$ cat src/sv/etd_pkg.sv
// shared types and constants for the enigma tilemap decompressor
`default_nettype none

package etd_pkg;

   // results one byte may produce before the rest waits for the next byte
   localparam int MAX_RESULTS = 32;
   localparam int COUNT_W     = $clog2(MAX_RESULTS + 1);

   // result status codes
   localparam logic [1:0] STATUS_WORD      = 2'd0;
   localparam logic [1:0] STATUS_END       = 2'd1;
   localparam logic [1:0] STATUS_BAD_WIDTH = 2'd2;

   // register map, indexed by paddr word bit
   localparam logic REG_BASE_TILE = 1'b0;

   // input transaction
   typedef struct packed {
      logic [7:0] stream_byte;
      logic       start_stream;
   } req_type;

   // result transaction
   typedef struct packed {
      logic [15:0] tile_word;
      logic [1:0]  status;
      logic        last_of_run;
   } rsp_type;

   // controller to datapath
   typedef struct packed {
      logic load;   // take the accepted byte
      logic step;   // run one parse step
      logic flush;  // move the held result out, marked last
   } etd_cmd_type;

   // datapath to controller
   typedef struct packed {
      logic stop;        // parse step cannot proceed, byte finished
      logic emit;        // parse step produces a result
      logic end_mark;    // parse step hits the end marker
      logic pend_valid;  // a result is held back
      logic slot_free;   // output register can take a result this cycle
   } etd_stat_type;

endpackage

`default_nettype wire

$ cat src/sv/enigma_tilemap_decompressor.sv
// top level of the enigma tilemap decompressor
//
// usage
//   req channel: one compressed byte per transaction, start_stream set on the
//   first header byte of each stream; a start abandons any stream in progress.
//   rsp channel: decoded tile words, an end marker result (status 1) or a bad
//   width result (status 2); last_of_run marks the last result of a byte.
//   csr port: base_tile at byte address 0, written while the block is idle.
// sequence
//   a byte is loaded, then runs its parse steps, then the controller finds
//   the byte used up and releases its last result; a byte that ends on the
//   end marker releases it straight after its steps.
//   steps: one per packet code, five flag positions per inline value whether
//   or not the mask bit is set, one per inline value field, which also emits
//   a list word, and one per copy or run word; a copy packet of n words costs
//   n + 1 steps, an inline run n + 7, all in the single parse step unit. a
//   result waits in a holding register until the next result or the end of
//   the byte moves it to the output register, where it shows.
// reset and stalls
//   reset clears the parser to waiting for a start and empties the output.
//   while rsp_stall is high the output holds and parsing pauses once a further
//   result is ready behind the held one; req_stall stays high until the last
//   result of the byte has reached the output register.
`default_nettype none

module enigma_tilemap_decompressor
   import etd_pkg::*;
(
   input  wire logic         clock,
   input  wire logic         reset,
   // input channel
   input  wire logic         req_valid,
   output logic              req_stall,
   input  wire req_type      req_data,
   // result channel
   output logic              rsp_valid,
   input  wire logic         rsp_stall,
   output rsp_type           rsp_data,
   // configuration port
   input  wire logic         csr_psel,
   input  wire logic         csr_penable,
   input  wire logic         csr_pwrite,
   input  wire logic [2:0]   csr_paddr,
   input  wire logic [31:0]  csr_pwdata,
   output logic [31:0]       csr_prdata,
   output logic              csr_pready
);

   logic [15:0]   base_tile_ff, base_tile_in;
   logic          csr_write;
   etd_cmd_type   cmd;
   etd_stat_type  stat;

   // configuration register
   assign csr_pready = 1'b1;
   assign csr_write  = csr_psel && csr_penable && csr_pwrite && csr_pready
                       && (csr_paddr[2] == REG_BASE_TILE);
   assign base_tile_in = csr_write ? csr_pwdata[15:0] : base_tile_ff;
   assign csr_prdata   = (csr_paddr[2] == REG_BASE_TILE) ? {16'h0000, base_tile_ff} : 32'h0;

   always_ff @(posedge clock) begin
      if (reset) begin
         base_tile_ff <= 16'd0;
      end else begin
         base_tile_ff <= base_tile_in;
      end
   end

   etd_controller u_ctrl (
      .clock     (clock),
      .reset     (reset),
      .req_valid (req_valid),
      .req_stall (req_stall),
      .stat      (stat),
      .cmd       (cmd)
   );

   etd_datapath u_dp (
      .clock     (clock),
      .reset     (reset),
      .base_tile (base_tile_ff),
      .req_data  (req_data),
      .cmd       (cmd),
      .stat      (stat),
      .rsp_valid (rsp_valid),
      .rsp_stall (rsp_stall),
      .rsp_data  (rsp_data)
   );

endmodule

`default_nettype wire

$ cat src/sv/etd_datapath.sv
// parse state, bit buffer, word arithmetic and output registers
`default_nettype none

module etd_datapath
   import etd_pkg::*;
(
   input  wire logic         clock,
   input  wire logic         reset,
   input  wire logic [15:0]  base_tile,
   input  wire req_type      req_data,
   input  wire etd_cmd_type  cmd,
   output etd_stat_type      stat,
   output logic              rsp_valid,
   input  wire logic         rsp_stall,
   output rsp_type           rsp_data
);

   // parse phases
   localparam logic [3:0] PH_IDLE   = 4'd0;
   localparam logic [3:0] PH_HEADER = 4'd1;
   localparam logic [3:0] PH_PACKET = 4'd2;
   localparam logic [3:0] PH_FLAG   = 4'd3;
   localparam logic [3:0] PH_VALUE  = 4'd8;
   localparam logic [3:0] PH_EMIT   = 4'd9;
   localparam logic [3:0] PH_DONE   = 4'd10;

   // packet types
   localparam logic [2:0] PT_INCR = 3'd0;
   localparam logic [2:0] PT_COMMON = 3'd1;
   localparam logic [2:0] PT_UP = 3'd5;
   localparam logic [2:0] PT_DOWN = 3'd6;
   localparam logic [2:0] PT_SEPARATE = 3'd7;

   // parse state
   logic [3:0]  phase_ff, phase_in;
   logic [2:0]  hidx_ff, hidx_in;
   logic [23:0] buf_ff, buf_in;
   logic [4:0]  held_ff, held_in;
   logic [4:0]  width_ff, width_in;
   logic [4:0]  mask_ff, mask_in;
   logic [15:0] incr_ff, incr_in;
   logic [15:0] common_ff, common_in;
   logic [2:0]  ptype_ff, ptype_in;
   logic [4:0]  rcnt_ff, rcnt_in;
   logic [15:0] ival_ff, ival_in;

   // held result and output register
   logic        pend_valid_ff, pend_valid_in;
   logic [15:0] pend_word_ff, pend_word_in;
   logic [1:0]  pend_status_ff, pend_status_in;
   logic        out_valid_ff, out_valid_in;
   rsp_type     out_ff, out_in;

   // load path values
   logic [3:0]  ld_phase;
   logic [2:0]  ld_hidx;
   logic [23:0] ld_buf;
   logic [4:0]  ld_held;
   logic [4:0]  ld_width;
   logic [4:0]  ld_mask;
   logic [15:0] ld_incr;
   logic [15:0] ld_common;
   logic        ld_bad;

   // parse step values
   logic [3:0]  it_phase;
   logic [23:0] it_buf;
   logic [4:0]  it_held;
   logic [4:0]  it_width;
   logic [15:0] it_incr;
   logic [2:0]  it_ptype;
   logic [4:0]  it_rcnt;
   logic [15:0] it_ival;
   logic        it_stop;
   logic        it_emit;
   logic        it_end;
   logic [15:0] it_word;
   logic [1:0]  it_status;

   // bit extraction
   logic [4:0]  width_eff;
   logic [4:0]  take_n;
   logic        avail;
   logic        top_bit;
   logic [23:0] top_shift;
   logic [23:0] shifted;
   logic [15:0] taken;
   logic [4:0]  held_after;
   logic [23:0] buf_after;
   logic [2:0]  flag_k;
   logic        in_flag;
   logic        push;
   logic        slot_free;

   assign width_eff = (width_ff == 5'd0 || width_ff > 5'd16) ? 5'd16 : width_ff;
   assign in_flag   = (phase_ff >= PH_FLAG) && (phase_ff < PH_VALUE);
   assign flag_k    = 3'(4'd7 - phase_ff);
   assign top_shift = buf_ff >> (held_ff - 5'd1);
   assign top_bit   = top_shift[0];

   // bits to take in this step
   always_comb begin
      take_n = 5'd1;
      if (phase_ff == PH_PACKET) begin
         take_n = top_bit ? 5'd7 : 5'd6;
      end else if (phase_ff == PH_VALUE) begin
         take_n = width_eff;
      end
   end

   assign avail      = held_ff >= take_n;
   assign shifted    = buf_ff >> (held_ff - take_n);
   assign taken      = shifted[15:0] & 16'((17'd1 << take_n) - 17'd1);
   assign held_after = held_ff - take_n;
   assign buf_after  = buf_ff & 24'((25'd1 << held_after) - 25'd1);

   // one parse step
   always_comb begin
      it_phase  = phase_ff;
      it_buf    = buf_ff;
      it_held   = held_ff;
      it_width  = width_ff;
      it_incr   = incr_ff;
      it_ptype  = ptype_ff;
      it_rcnt   = rcnt_ff;
      it_ival   = ival_ff;
      it_stop   = 1'b0;
      it_emit   = 1'b0;
      it_end    = 1'b0;
      it_word   = 16'd0;
      it_status = STATUS_WORD;
      if (phase_ff == PH_PACKET) begin
         if (held_ff == 5'd0 || !avail) begin
            it_stop = 1'b1;
         end else if (!top_bit) begin
            // incrementing or common copy
            it_buf   = buf_after;
            it_held  = held_after;
            it_ptype = {2'b00, taken[4]};
            it_rcnt  = {1'b0, taken[3:0]} + 5'd1;
            it_phase = PH_EMIT;
         end else if (taken[6:4] == PT_SEPARATE && taken[3:0] == 4'hf) begin
            // end marker, trailing bits dropped
            it_ptype  = taken[6:4];
            it_emit   = 1'b1;
            it_end    = 1'b1;
            it_status = STATUS_END;
            it_phase  = PH_DONE;
            it_buf    = 24'd0;
            it_held   = 5'd0;
         end else begin
            it_buf   = buf_after;
            it_held  = held_after;
            it_ptype = taken[6:4];
            it_rcnt  = {1'b0, taken[3:0]} + 5'd1;
            it_ival  = base_tile;
            it_phase = PH_FLAG;
         end
      end else if (in_flag) begin
         // one optional flag bit
         if (mask_ff[flag_k]) begin
            if (!avail) begin
               it_stop = 1'b1;
            end else begin
               it_buf  = buf_after;
               it_held = held_after;
               if (taken[0]) begin
                  case (flag_k)
                     3'd4:    it_ival = ival_ff | 16'h8000;
                     3'd3:    it_ival = ival_ff + 16'h4000;
                     3'd2:    it_ival = ival_ff + 16'h2000;
                     3'd1:    it_ival = ival_ff | 16'h1000;
                     default: it_ival = ival_ff | 16'h0800;
                  endcase
               end
            end
         end
         if (!it_stop) begin
            it_phase = phase_ff + 4'd1;
         end
      end else if (phase_ff == PH_VALUE) begin
         // inline value field
         it_width = width_eff;
         if (!avail) begin
            it_stop = 1'b1;
         end else begin
            it_buf  = buf_after;
            it_held = held_after;
            it_ival = ival_ff + taken;
            if (ptype_ff == PT_SEPARATE) begin
               it_emit = 1'b1;
               it_word = it_ival;
               if (rcnt_ff != 5'd0) begin
                  it_rcnt = rcnt_ff - 5'd1;
               end
               if (it_rcnt == 5'd0) begin
                  it_phase = PH_PACKET;
               end else begin
                  it_ival  = base_tile;
                  it_phase = PH_FLAG;
               end
            end else begin
               it_phase = PH_EMIT;
            end
         end
      end else if (phase_ff == PH_EMIT) begin
         // one word of a run
         if (rcnt_ff == 5'd0) begin
            it_phase = PH_PACKET;
         end else begin
            it_emit = 1'b1;
            case (ptype_ff)
               PT_INCR: begin
                  it_word = incr_ff;
                  it_incr = incr_ff + 16'd1;
               end
               PT_COMMON: it_word = common_ff;
               PT_UP: begin
                  it_word = ival_ff;
                  it_ival = ival_ff + 16'd1;
               end
               PT_DOWN: begin
                  it_word = ival_ff;
                  it_ival = ival_ff - 16'd1;
               end
               default: it_word = ival_ff;
            endcase
            it_rcnt = rcnt_ff - 5'd1;
            if (it_rcnt == 5'd0) begin
               it_phase = PH_PACKET;
            end
         end
      end else begin
         it_stop = 1'b1;
      end
   end

   // accepted byte: restart, header field or bit buffer append
   always_comb begin
      ld_phase  = req_data.start_stream ? PH_HEADER : phase_ff;
      ld_hidx   = req_data.start_stream ? 3'd0 : hidx_ff;
      ld_buf    = req_data.start_stream ? 24'd0 : buf_ff;
      ld_held   = req_data.start_stream ? 5'd0 : held_ff;
      ld_width  = width_ff;
      ld_mask   = mask_ff;
      ld_incr   = incr_ff;
      ld_common = common_ff;
      ld_bad    = 1'b0;
      if (ld_phase == PH_HEADER) begin
         case (ld_hidx)
            3'd0: begin
               if (req_data.stream_byte == 8'd0 || req_data.stream_byte > 8'd16) begin
                  ld_bad   = 1'b1;
                  ld_phase = PH_IDLE;
               end else begin
                  ld_width = req_data.stream_byte[4:0];
               end
            end
            3'd1: ld_mask = req_data.stream_byte[4:0];
            3'd2: ld_incr = {req_data.stream_byte, 8'h00};
            3'd3: ld_incr = (incr_ff | {8'h00, req_data.stream_byte}) + base_tile;
            3'd4: ld_common = {req_data.stream_byte, 8'h00};
            default: begin
               ld_common = (common_ff | {8'h00, req_data.stream_byte}) + base_tile;
               ld_phase  = PH_PACKET;
            end
         endcase
         ld_hidx = ld_hidx + 3'd1;
      end else if (ld_phase >= PH_PACKET && ld_phase <= PH_EMIT && ld_held <= 5'd16) begin
         ld_buf  = {ld_buf[15:0], req_data.stream_byte};
         ld_held = ld_held + 5'd8;
      end
   end

   // next state selection
   always_comb begin
      phase_in  = phase_ff;
      hidx_in   = hidx_ff;
      buf_in    = buf_ff;
      held_in   = held_ff;
      width_in  = width_ff;
      mask_in   = mask_ff;
      incr_in   = incr_ff;
      common_in = common_ff;
      ptype_in  = ptype_ff;
      rcnt_in   = rcnt_ff;
      ival_in   = ival_ff;
      if (cmd.load) begin
         phase_in  = ld_phase;
         hidx_in   = ld_hidx;
         buf_in    = ld_buf;
         held_in   = ld_held;
         width_in  = ld_width;
         mask_in   = ld_mask;
         incr_in   = ld_incr;
         common_in = ld_common;
         if (req_data.start_stream) begin
            ptype_in = 3'd0;
            rcnt_in  = 5'd0;
            ival_in  = 16'd0;
         end
      end else if (cmd.step) begin
         phase_in = it_phase;
         buf_in   = it_buf;
         held_in  = it_held;
         width_in = it_width;
         incr_in  = it_incr;
         ptype_in = it_ptype;
         rcnt_in  = it_rcnt;
         ival_in  = it_ival;
      end
   end

   // held result and output register
   assign slot_free = !out_valid_ff || !rsp_stall;
   assign push      = pend_valid_ff && ((cmd.step && it_emit) || cmd.flush);

   always_comb begin
      pend_valid_in  = pend_valid_ff;
      pend_word_in   = pend_word_ff;
      pend_status_in = pend_status_ff;
      out_valid_in   = out_valid_ff && rsp_stall;
      out_in         = out_ff;
      if (push) begin
         out_valid_in       = 1'b1;
         out_in.tile_word   = pend_word_ff;
         out_in.status      = pend_status_ff;
         out_in.last_of_run = cmd.flush;
      end
      if (cmd.load && ld_bad) begin
         pend_valid_in  = 1'b1;
         pend_word_in   = 16'd0;
         pend_status_in = STATUS_BAD_WIDTH;
      end else if (cmd.step && it_emit) begin
         pend_valid_in  = 1'b1;
         pend_word_in   = it_word;
         pend_status_in = it_status;
      end else if (cmd.flush) begin
         pend_valid_in = 1'b0;
      end
   end

   always_ff @(posedge clock) begin
      if (reset) begin
         phase_ff      <= PH_IDLE;
         hidx_ff       <= 3'd0;
         buf_ff        <= 24'd0;
         held_ff       <= 5'd0;
         width_ff      <= 5'd0;
         mask_ff       <= 5'd0;
         incr_ff       <= 16'd0;
         common_ff     <= 16'd0;
         ptype_ff      <= 3'd0;
         rcnt_ff       <= 5'd0;
         ival_ff       <= 16'd0;
         pend_valid_ff <= 1'b0;
         out_valid_ff  <= 1'b0;
      end else begin
         phase_ff      <= phase_in;
         hidx_ff       <= hidx_in;
         buf_ff        <= buf_in;
         held_ff       <= held_in;
         width_ff      <= width_in;
         mask_ff       <= mask_in;
         incr_ff       <= incr_in;
         common_ff     <= common_in;
         ptype_ff      <= ptype_in;
         rcnt_ff       <= rcnt_in;
         ival_ff       <= ival_in;
         pend_valid_ff <= pend_valid_in;
         out_valid_ff  <= out_valid_in;
      end
   end

   // payload registers
   always_ff @(posedge clock) begin
      pend_word_ff   <= pend_word_in;
      pend_status_ff <= pend_status_in;
      out_ff         <= out_in;
   end

   assign stat.stop       = it_stop;
   assign stat.emit       = it_emit;
   assign stat.end_mark   = it_end;
   assign stat.pend_valid = pend_valid_ff;
   assign stat.slot_free  = slot_free;
   assign rsp_valid       = out_valid_ff;
   assign rsp_data        = out_ff;

endmodule

`default_nettype wire

$ cat src/sv/etd_controller.sv
// sequencer: byte load, parse steps and result flush
`default_nettype none

module etd_controller
   import etd_pkg::*;
(
   input  wire logic          clock,
   input  wire logic          reset,
   input  wire logic          req_valid,
   output logic               req_stall,
   input  wire etd_stat_type  stat,
   output etd_cmd_type        cmd
);

   typedef enum logic [1:0] {
      ST_IDLE,
      ST_RUN,
      ST_FLUSH
   } state_type;

   state_type            state_ff, state_in;
   logic [COUNT_W-1:0]   result_count_ff, result_count_in;

   // commands and next state
   always_comb begin
      state_in        = state_ff;
      result_count_in = result_count_ff;
      cmd             = '0;
      case (state_ff)
         ST_IDLE: begin
            if (req_valid) begin
               cmd.load        = 1'b1;
               result_count_in = '0;
               state_in        = ST_RUN;
            end
         end
         ST_RUN: begin
            if (result_count_ff == COUNT_W'(MAX_RESULTS) || stat.stop) begin
               state_in = ST_FLUSH;
            end else if (!(stat.emit && stat.pend_valid && !stat.slot_free)) begin
               cmd.step = 1'b1;
               if (stat.emit) begin
                  result_count_in = result_count_ff + COUNT_W'(1);
               end
               if (stat.end_mark) begin
                  state_in = ST_FLUSH;
               end
            end
         end
         ST_FLUSH: begin
            if (!stat.pend_valid) begin
               state_in = ST_IDLE;
            end else if (stat.slot_free) begin
               cmd.flush = 1'b1;
               state_in  = ST_IDLE;
            end
         end
         default: state_in = ST_IDLE;
      endcase
   end

   always_ff @(posedge clock) begin
      if (reset) begin
         state_ff        <= ST_IDLE;
         result_count_ff <= '0;
      end else begin
         state_ff        <= state_in;
         result_count_ff <= result_count_in;
      end
   end

   assign req_stall = (state_ff != ST_IDLE);

endmodule

`default_nettype wire

$ cat config.mk
export PLATFORM = sky130hd
export DESIGN_NAME = enigma_tilemap_decompressor
export DESIGN_NICKNAME = d
export VERILOG_FILES = /design/src/sv/etd_pkg.sv /design/src/sv/enigma_tilemap_decompressor.sv /design/src/sv/etd_datapath.sv /design/src/sv/etd_controller.sv
export SDC_FILE = /design/constraint.sdc
export NUM_CORES = 1
export LEC_CHECK = 0
export BUFFER_PORTS_ARGS = -buffer_cell sky130_fd_sc_hd__buf_4
export CORE_UTILIZATION = 56
export DETAILED_ROUTE_END_ITERATION = 16
export GPL_ROUTABILITY_DRIVEN = 0
export PLACE_DENSITY = 0.81
export SETUP_SLACK_MARGIN = 0.15
export SLEW_MARGIN = 25
export SYNTH_ARGS = -nofsm -noshare
export SYNTH_HDL_FRONTEND = slang
export SYNTH_SLANG_ARGS = --single-unit
$ cat constraint.sdc
create_clock -name clock -period 8.45 [get_ports clock]
set_clock_uncertainty 0.15 [all_clocks]
set_input_delay 0.4225 -clock clock [delete_from_list [all_inputs] [get_ports clock]]
set_output_delay 0.4225 -clock clock [all_outputs]
set_load 0.01 [all_outputs]
# Yosys cells after proc, flatten, opt, wreduce, memory -nomap -nowiden
# Index checks and enable logic that the tools add are counted.
# classes
reduce_logical	62
add_sub_neg	19
bitwise	6
shifts	4
eq_ne	57
n_lt_le_gt_ge	9
muxes	176
# op_table
cell	count
$mux W16	34
$mux W24	13
$mux W5	43
$pmux W16 S2	4
$mux W4	17
$pmux W16 S4	1
$add A16 B16 Y16	3
$reduce_and A14 Y1	3
$mux W1	39
$add A16 B1 Y16 const B	2
$or A16 B8 Y16	2
$sub A16 B1 Y16 const B	2
$logic_not A5 Y1	5
$and A24 B24 Y24	1
$mux W3	8
$mux W6	4
$shl A1 B5 Y24 const A	1
$shr A24 B5 Y1	1
$shr A24 B5 Y16	1
$sub A24 B1 Y24 const B	1
$ne A4 B3 Y1 const B	5
$eq A3 B3 Y1 const B	6
$mux W2	9
$reduce_and A9 Y1	2
other kinds (61)	126
# totals
word_cells	357
inputBits	51
output_inout_bits	54
ff_bits	165

# Longest topological paths before layout
# logic_depth
depth_word	23
mapped_depth	34

# Modules after synthesis
# A second synthesis with hierarchy kept.
# unflattened
cells_unflattened	1882
area_unflattened_um2	14407.6
# by_module_without_submodules
module	n_inst	cells_per_inst	area_each_um2	seq_area_each_um2
etd_datapath	1	1713	12901.1	3012.9
enigma_tilemap_decompressor	1	106	987.2	320.3
etd_controller	1	63	519.2	160.2

# Worst setup path before layout
# OpenSTA, ideal clock, no wires.
# synth_path
path_type	register -> register
from	register u_dp.held_ff[0]
to	register u_dp.ival_ff[13]
t_arrival_ps	6699
path_buffers	4
setup_ps	119
stages_incl_launch_ff	31
setup_slack_ps	1483
period_less_slack_ps	6967
required_ps	8181
path_cell_list	dfxtp_1 > buf_2 > inv_1 > ha_1 > mux4_2 > mux4_2 > a21oi_1 > clkbuf_1 > a21oi_1 > ha_1 > inv_1 > ha_1 > clkbuf_1 > clkbuf_1 > mux2_2 > nand2_1 > o21ai_0 > a211oi_1 > o31ai_1 > nor2b_1 > ha_1 > a21o_1 > a21oi_1 > o21bai_1 > a21oi_1 > a41oi_1 > o21ai_0 > a21oi_1 > or4_1 > nand3_1 > mux2i_1
# synth_via
elab_chain_cells	20
word_cells_on_any_way	54
cone_classes	add/sub (4); order compare (1); eq/ne (8); shift (3); mux (28); bitwise (1); reduce/logical (9)
# synth_rtl
element	line	text
start: declaration	etd_datapath.sv:38	logic [4:0] held_ff, held_in;
start signal: assignment	etd_datapath.sv:362	held_ff <= held_in;
parallel branches: the longest is 20 deep, another holds $add A16 B16 Y16	-	
end signal: assignment	etd_datapath.sv:369	ival_ff <= ival_in;
end: declaration	etd_datapath.sv:45	logic [15:0] ival_ff, ival_in;
# Several ways; the timed one is not identified. The select of a mux whose other input is x is not followed.
# A chain may end at the register's enable or synchronous reset.

# Final worst setup path
# layout_path
from	register u_dp.width_ff[0]
to	register u_dp.pend_word_ff[12]
# layout_via
elab_chain_cells	20
word_cells_on_any_way	45
cone_classes	add/sub (3); order compare (2); eq/ne (2); shift (2); mux (26); bitwise (1); reduce/logical (9)
# layout_rtl
element	line	text
start: declaration	etd_datapath.sv:39	logic [4:0] width_ff, width_in;
start signal: assignment	etd_datapath.sv:363	width_ff <= width_in;
$gt A5 B5 Y1 / $logic_not A5 Y1 (equally long branches)	etd_datapath.sv:95	assign width_eff = (width_ff == 5'd0 || width_ff > 5'd16) ? 5'd16 : width_ff;
$logic_or A1 B1 Y1	etd_datapath.sv:95	
$mux W5 *	etd_datapath.sv:95	
$mux W5 *	etd_datapath.sv:106	end else if (phase_ff == PH_VALUE) begin
$mux W5 *	etd_datapath.sv:104	if (phase_ff == PH_PACKET) begin
parallel branches: the longest is 15 deep, another holds $add A16 B16 Y16	-	
end signal: assignment	etd_datapath.sv:377	pend_word_ff <= pend_word_in;
end: declaration	etd_datapath.sv:49	logic [15:0] pend_word_ff, pend_word_in;
# Every way passes the cells marked *. The select of a mux whose other input is x is not followed.

==> flow_summary.json <==
{
  "finalNetCount": 2074,
  "critPathTopFamily": "simple AND/OR/NAND/NOR gates",
  "hold_viol_final": 0,
  "syn_inst": 1936,
  "die_area_um2": 26610,
  "end_kind": "flip-flop",
  "relSlewSlack": 0.2904,
  "busiest_layer": "met2",
  "worst-path-max-fanout": 15,
  "hold_buffers": 0,
  "coreArea_um2": 25330,
  "synth_top_area_share": 0.2011,
  "clock-sinks": 165,
  "antenna_found_initial": 3,
  "port_buffers": 69,
  "final_common_cell": "nand2_1",
  "start_util": 0.5740,
  "firstDrtPassIters": 6,
  "via_per_inst": 6.994,
  "syn_avg_cell_area_um2": 7.508,
  "fmaxAchievable_mhz": 128.1,
  "grtUsageTotal": 0.3709,
  "vias": 15946,
  "wl_per_cell_um": 21.93,
  "ir_drop_v": 0.0001349,
  "nFillCells": 2212,
  "met2_usage": 0.5458,
  "postCtsSetupBuffers": 0,
  "async_flop_share": 0,
  "synth.distinct_cells": 94,
  "rsz0062_at_grt": "no",
  "use_met1": 0.4802,
  "tns_ns": 0,
  "worstPathArrival_ns": 7.97,
  "cts-root-buf": "clkbuf_16",
  "max_stage_delay_ns": 0.53,
  "period_share": 0.9237,
  "ys_ff_latch": 165,
  "grt_first_pass_wirelength_um": 77440,
  "synth_area_leaders": "dfxtp_1 (20%), ha_1 (7.2%), a21oi_1 (5.6%)",
  "synthToLayoutAreaGrowth_pct": 8.754,
  "setup_viol": 0,
  "cts_resized": 0,
  "yosys.area.top_type": "dfxtp_1",
  "cts_tree": "yes",
  "critPathRequiredTime_ns": 8.61,
  "status": "finished, final reports clean",
  "synthesis.area_um2": 14540,
  "grt_max_degree": 55,
  "ctsLongestPathBuffers": 2,
  "ys_seq_area_frac": 0.2403,
  "routed_wl_um": 49990,
  "fp.dieH_um": 163.1,
  "yosysWarnings": 0,
  "rows": 58,
  "startpoint_type": "flip-flop",
  "final_cell_mix": "nand2_1 (205), nor2_1 (169), a21oi_1 (162)",
  "powerDensity_nw_per_um2": 169.0,
  "numCtsBuffers": 17,
  "final_core_util": 0.6242,
  "period_minus_slack_ns": 7.805,
  "clkTransAtPathRegs_ns": 0.08,
  "cp_slowest_cell": "or4_1",
  "worstMarginPinSlew_ns": 1.060,
  "max_cap_violations": 0,
  "use_met3": 0.1026,
  "die_w_um": 163.1,
  "cts_max_level": 4,
  "drive_above_1_share": 0.1037,
  "synth-edff-count": 19,
  "remaining_drc_errors": 0,
  "antenna_left": 0,
  "dp_hpwl_um": 35640,
  "grt-ovfl-total": 0,
  "path_class": "reg -> reg",
  "clk_latency_ns": 0.45,
  "p_leak_nw": 6.206,
  "worst-path-buf-inv": 3,
  "ys.flop_type": "dfxtp_1",
  "final_max_slew_viol_count": 0,
  "grt_pass1_vias": 14406,
  "drt_iter0_drc": 2362,
  "hold_path.class": "in -> reg",
  "io_pins": 105
}
## power breakdown
group / internal (W) / switching, W
sequential: 0.000810 / 0.0000366
clock: 0.000454 / 0.000373
combinational: 0.000331 / 0.000668
total: 0.00159 / 0.00108
## registers in the layout (all words and copies together) (netlist names)
| signal | count |
|---|---|
| u_dp.mask_ff | 5 |
| u_dp.pend_word_ff | 16 |
| u_dp.incr_ff | 16 |
| u_dp.ival_ff | 16 |
| u_dp.pend_valid_ff | 1 |
| u_dp.hidx_ff | 3 |
| u_ctrl.result_count_ff | 6 |
| u_dp.rsp_valid | 1 |
| u_ctrl.state_ff | 2 |
| u_dp.ptype_ff | 3 |
| u_dp.rcnt_ff | 5 |
| u_dp.phase_ff | 4 |
| u_dp.rsp_data | 19 |
| u_dp.buf_ff | 24 |
| u_dp.held_ff | 5 |
| u_dp.pend_status_ff | 2 |
| u_dp.width_ff | 5 |
| u_dp.common_ff | 16 |
| base_tile_ff | 16 |
## synthesized netlist by cell type (11+ instances only)
cell      number
nand2_1      205
nor2_1       172
a21oi_1      162
dfxtp_1      146
o21ai_0      138
clkbuf_1      88
ha_1          84
nand3_1       73
nor3_1        72
a211oi_1      63
mux2i_1       62
inv_1         58
xnor2_1       35
nor2b_1       31
xor2_1        30
a31oi_1       26
a21o_1        23
a22oi_1       23
and3_1        22
o211ai_1      22
or3_1         21
nand2b_1      20
or2_2         20
edfxtp_1      19
buf_2         18
buf_4         17
nand4_1       14
a311oi_1      13
and2_1        13
o21a_1        13
o31ai_1       11
## logic make-up after synthesis
group / Yosys count / synth area share
buffers and inverters: 191 / 0.05535
adders and majority gates: 89 / 0.07850
DFF: 165 / 0.2403
xor gates and xnor gates: 65 / 0.03916
other: 2 / 0.0005166
AOI/OAI and AO/OA: 625 / 0.2813
and+or+nand+nor: 718 / 0.2405
muxes: 81 / 0.06438
## area by class of cell
cell class	count	area, µm²	area share
multi-input cells	1595	10340	0.6541
well taps	330	412.9	0.02612
inverters	59	221.5	0.01401
flip-flops and latches	165	3493	0.2210
repair buffers	97	728.2	0.04606
clock buffers	19	442.9	0.02802
diodes	2	5.005	0.0003166
clock inverters	13	165.2	0.01045
## tightest hold or removal path: stages
cell and delay, ns:
buf_4 0.11, nand2_1 0.04, a21oi_1 0.05
## per-layer routing
layer,vias to the layer above,share of wire
li1,7173,-
met1,7369,0.39
met2,1109,0.42
met3,293,0.12
met4,2,0.067
met5,-,0.00016
## worst paths after layout
check / start / to / slack, ns / depth (start not counted)
max: u_dp.width_ff[0]$_SDFFE_PP0P_ / u_dp.pend_word_ff[12]$_SDFFE_PP0P_ / 0.64 / 28
min: csr_pwdata[9] / base_tile_ff[9]$_SDFFE_PP0P_ / 0.06 / 3
max reg2reg: u_dp.width_ff[0]$_SDFFE_PP0P_ / u_dp.pend_word_ff[12]$_SDFFE_PP0P_ / 0.64 / 28
min reg2reg: u_dp.pend_word_ff[4]$_SDFFE_PP0P_ / u_dp.rsp_data[7]$_DFFE_PP_ / 0.29 / 0
## metrics by stage
| step | total power, W | worst slack (ns) | hold slack (ns) | cells | cell area, µm² |
|---|---|---|---|---|---|
| after global routing | 0.002769 | 0.2999 | 0.07504 | 2278 | 15800 |
| after detailed placement | 0.001808 | 0.6694 | 0.2712 | 2246 | 15180 |
| after global placement | 0.001783 | 0.8138 | 0.2669 | 2246 | 15170 |
| after floorplan | 0.001558 | 1.483 | 0.2508 | 1951 | 14590 |
| after CTS | 0.002622 | 0.6334 | 0.06594 | 2278 | 15780 |
| final | 0.002672 | 0.6445 | 0.06203 | 2280 | 15810 |
Power figures use the tool's default switching activity.
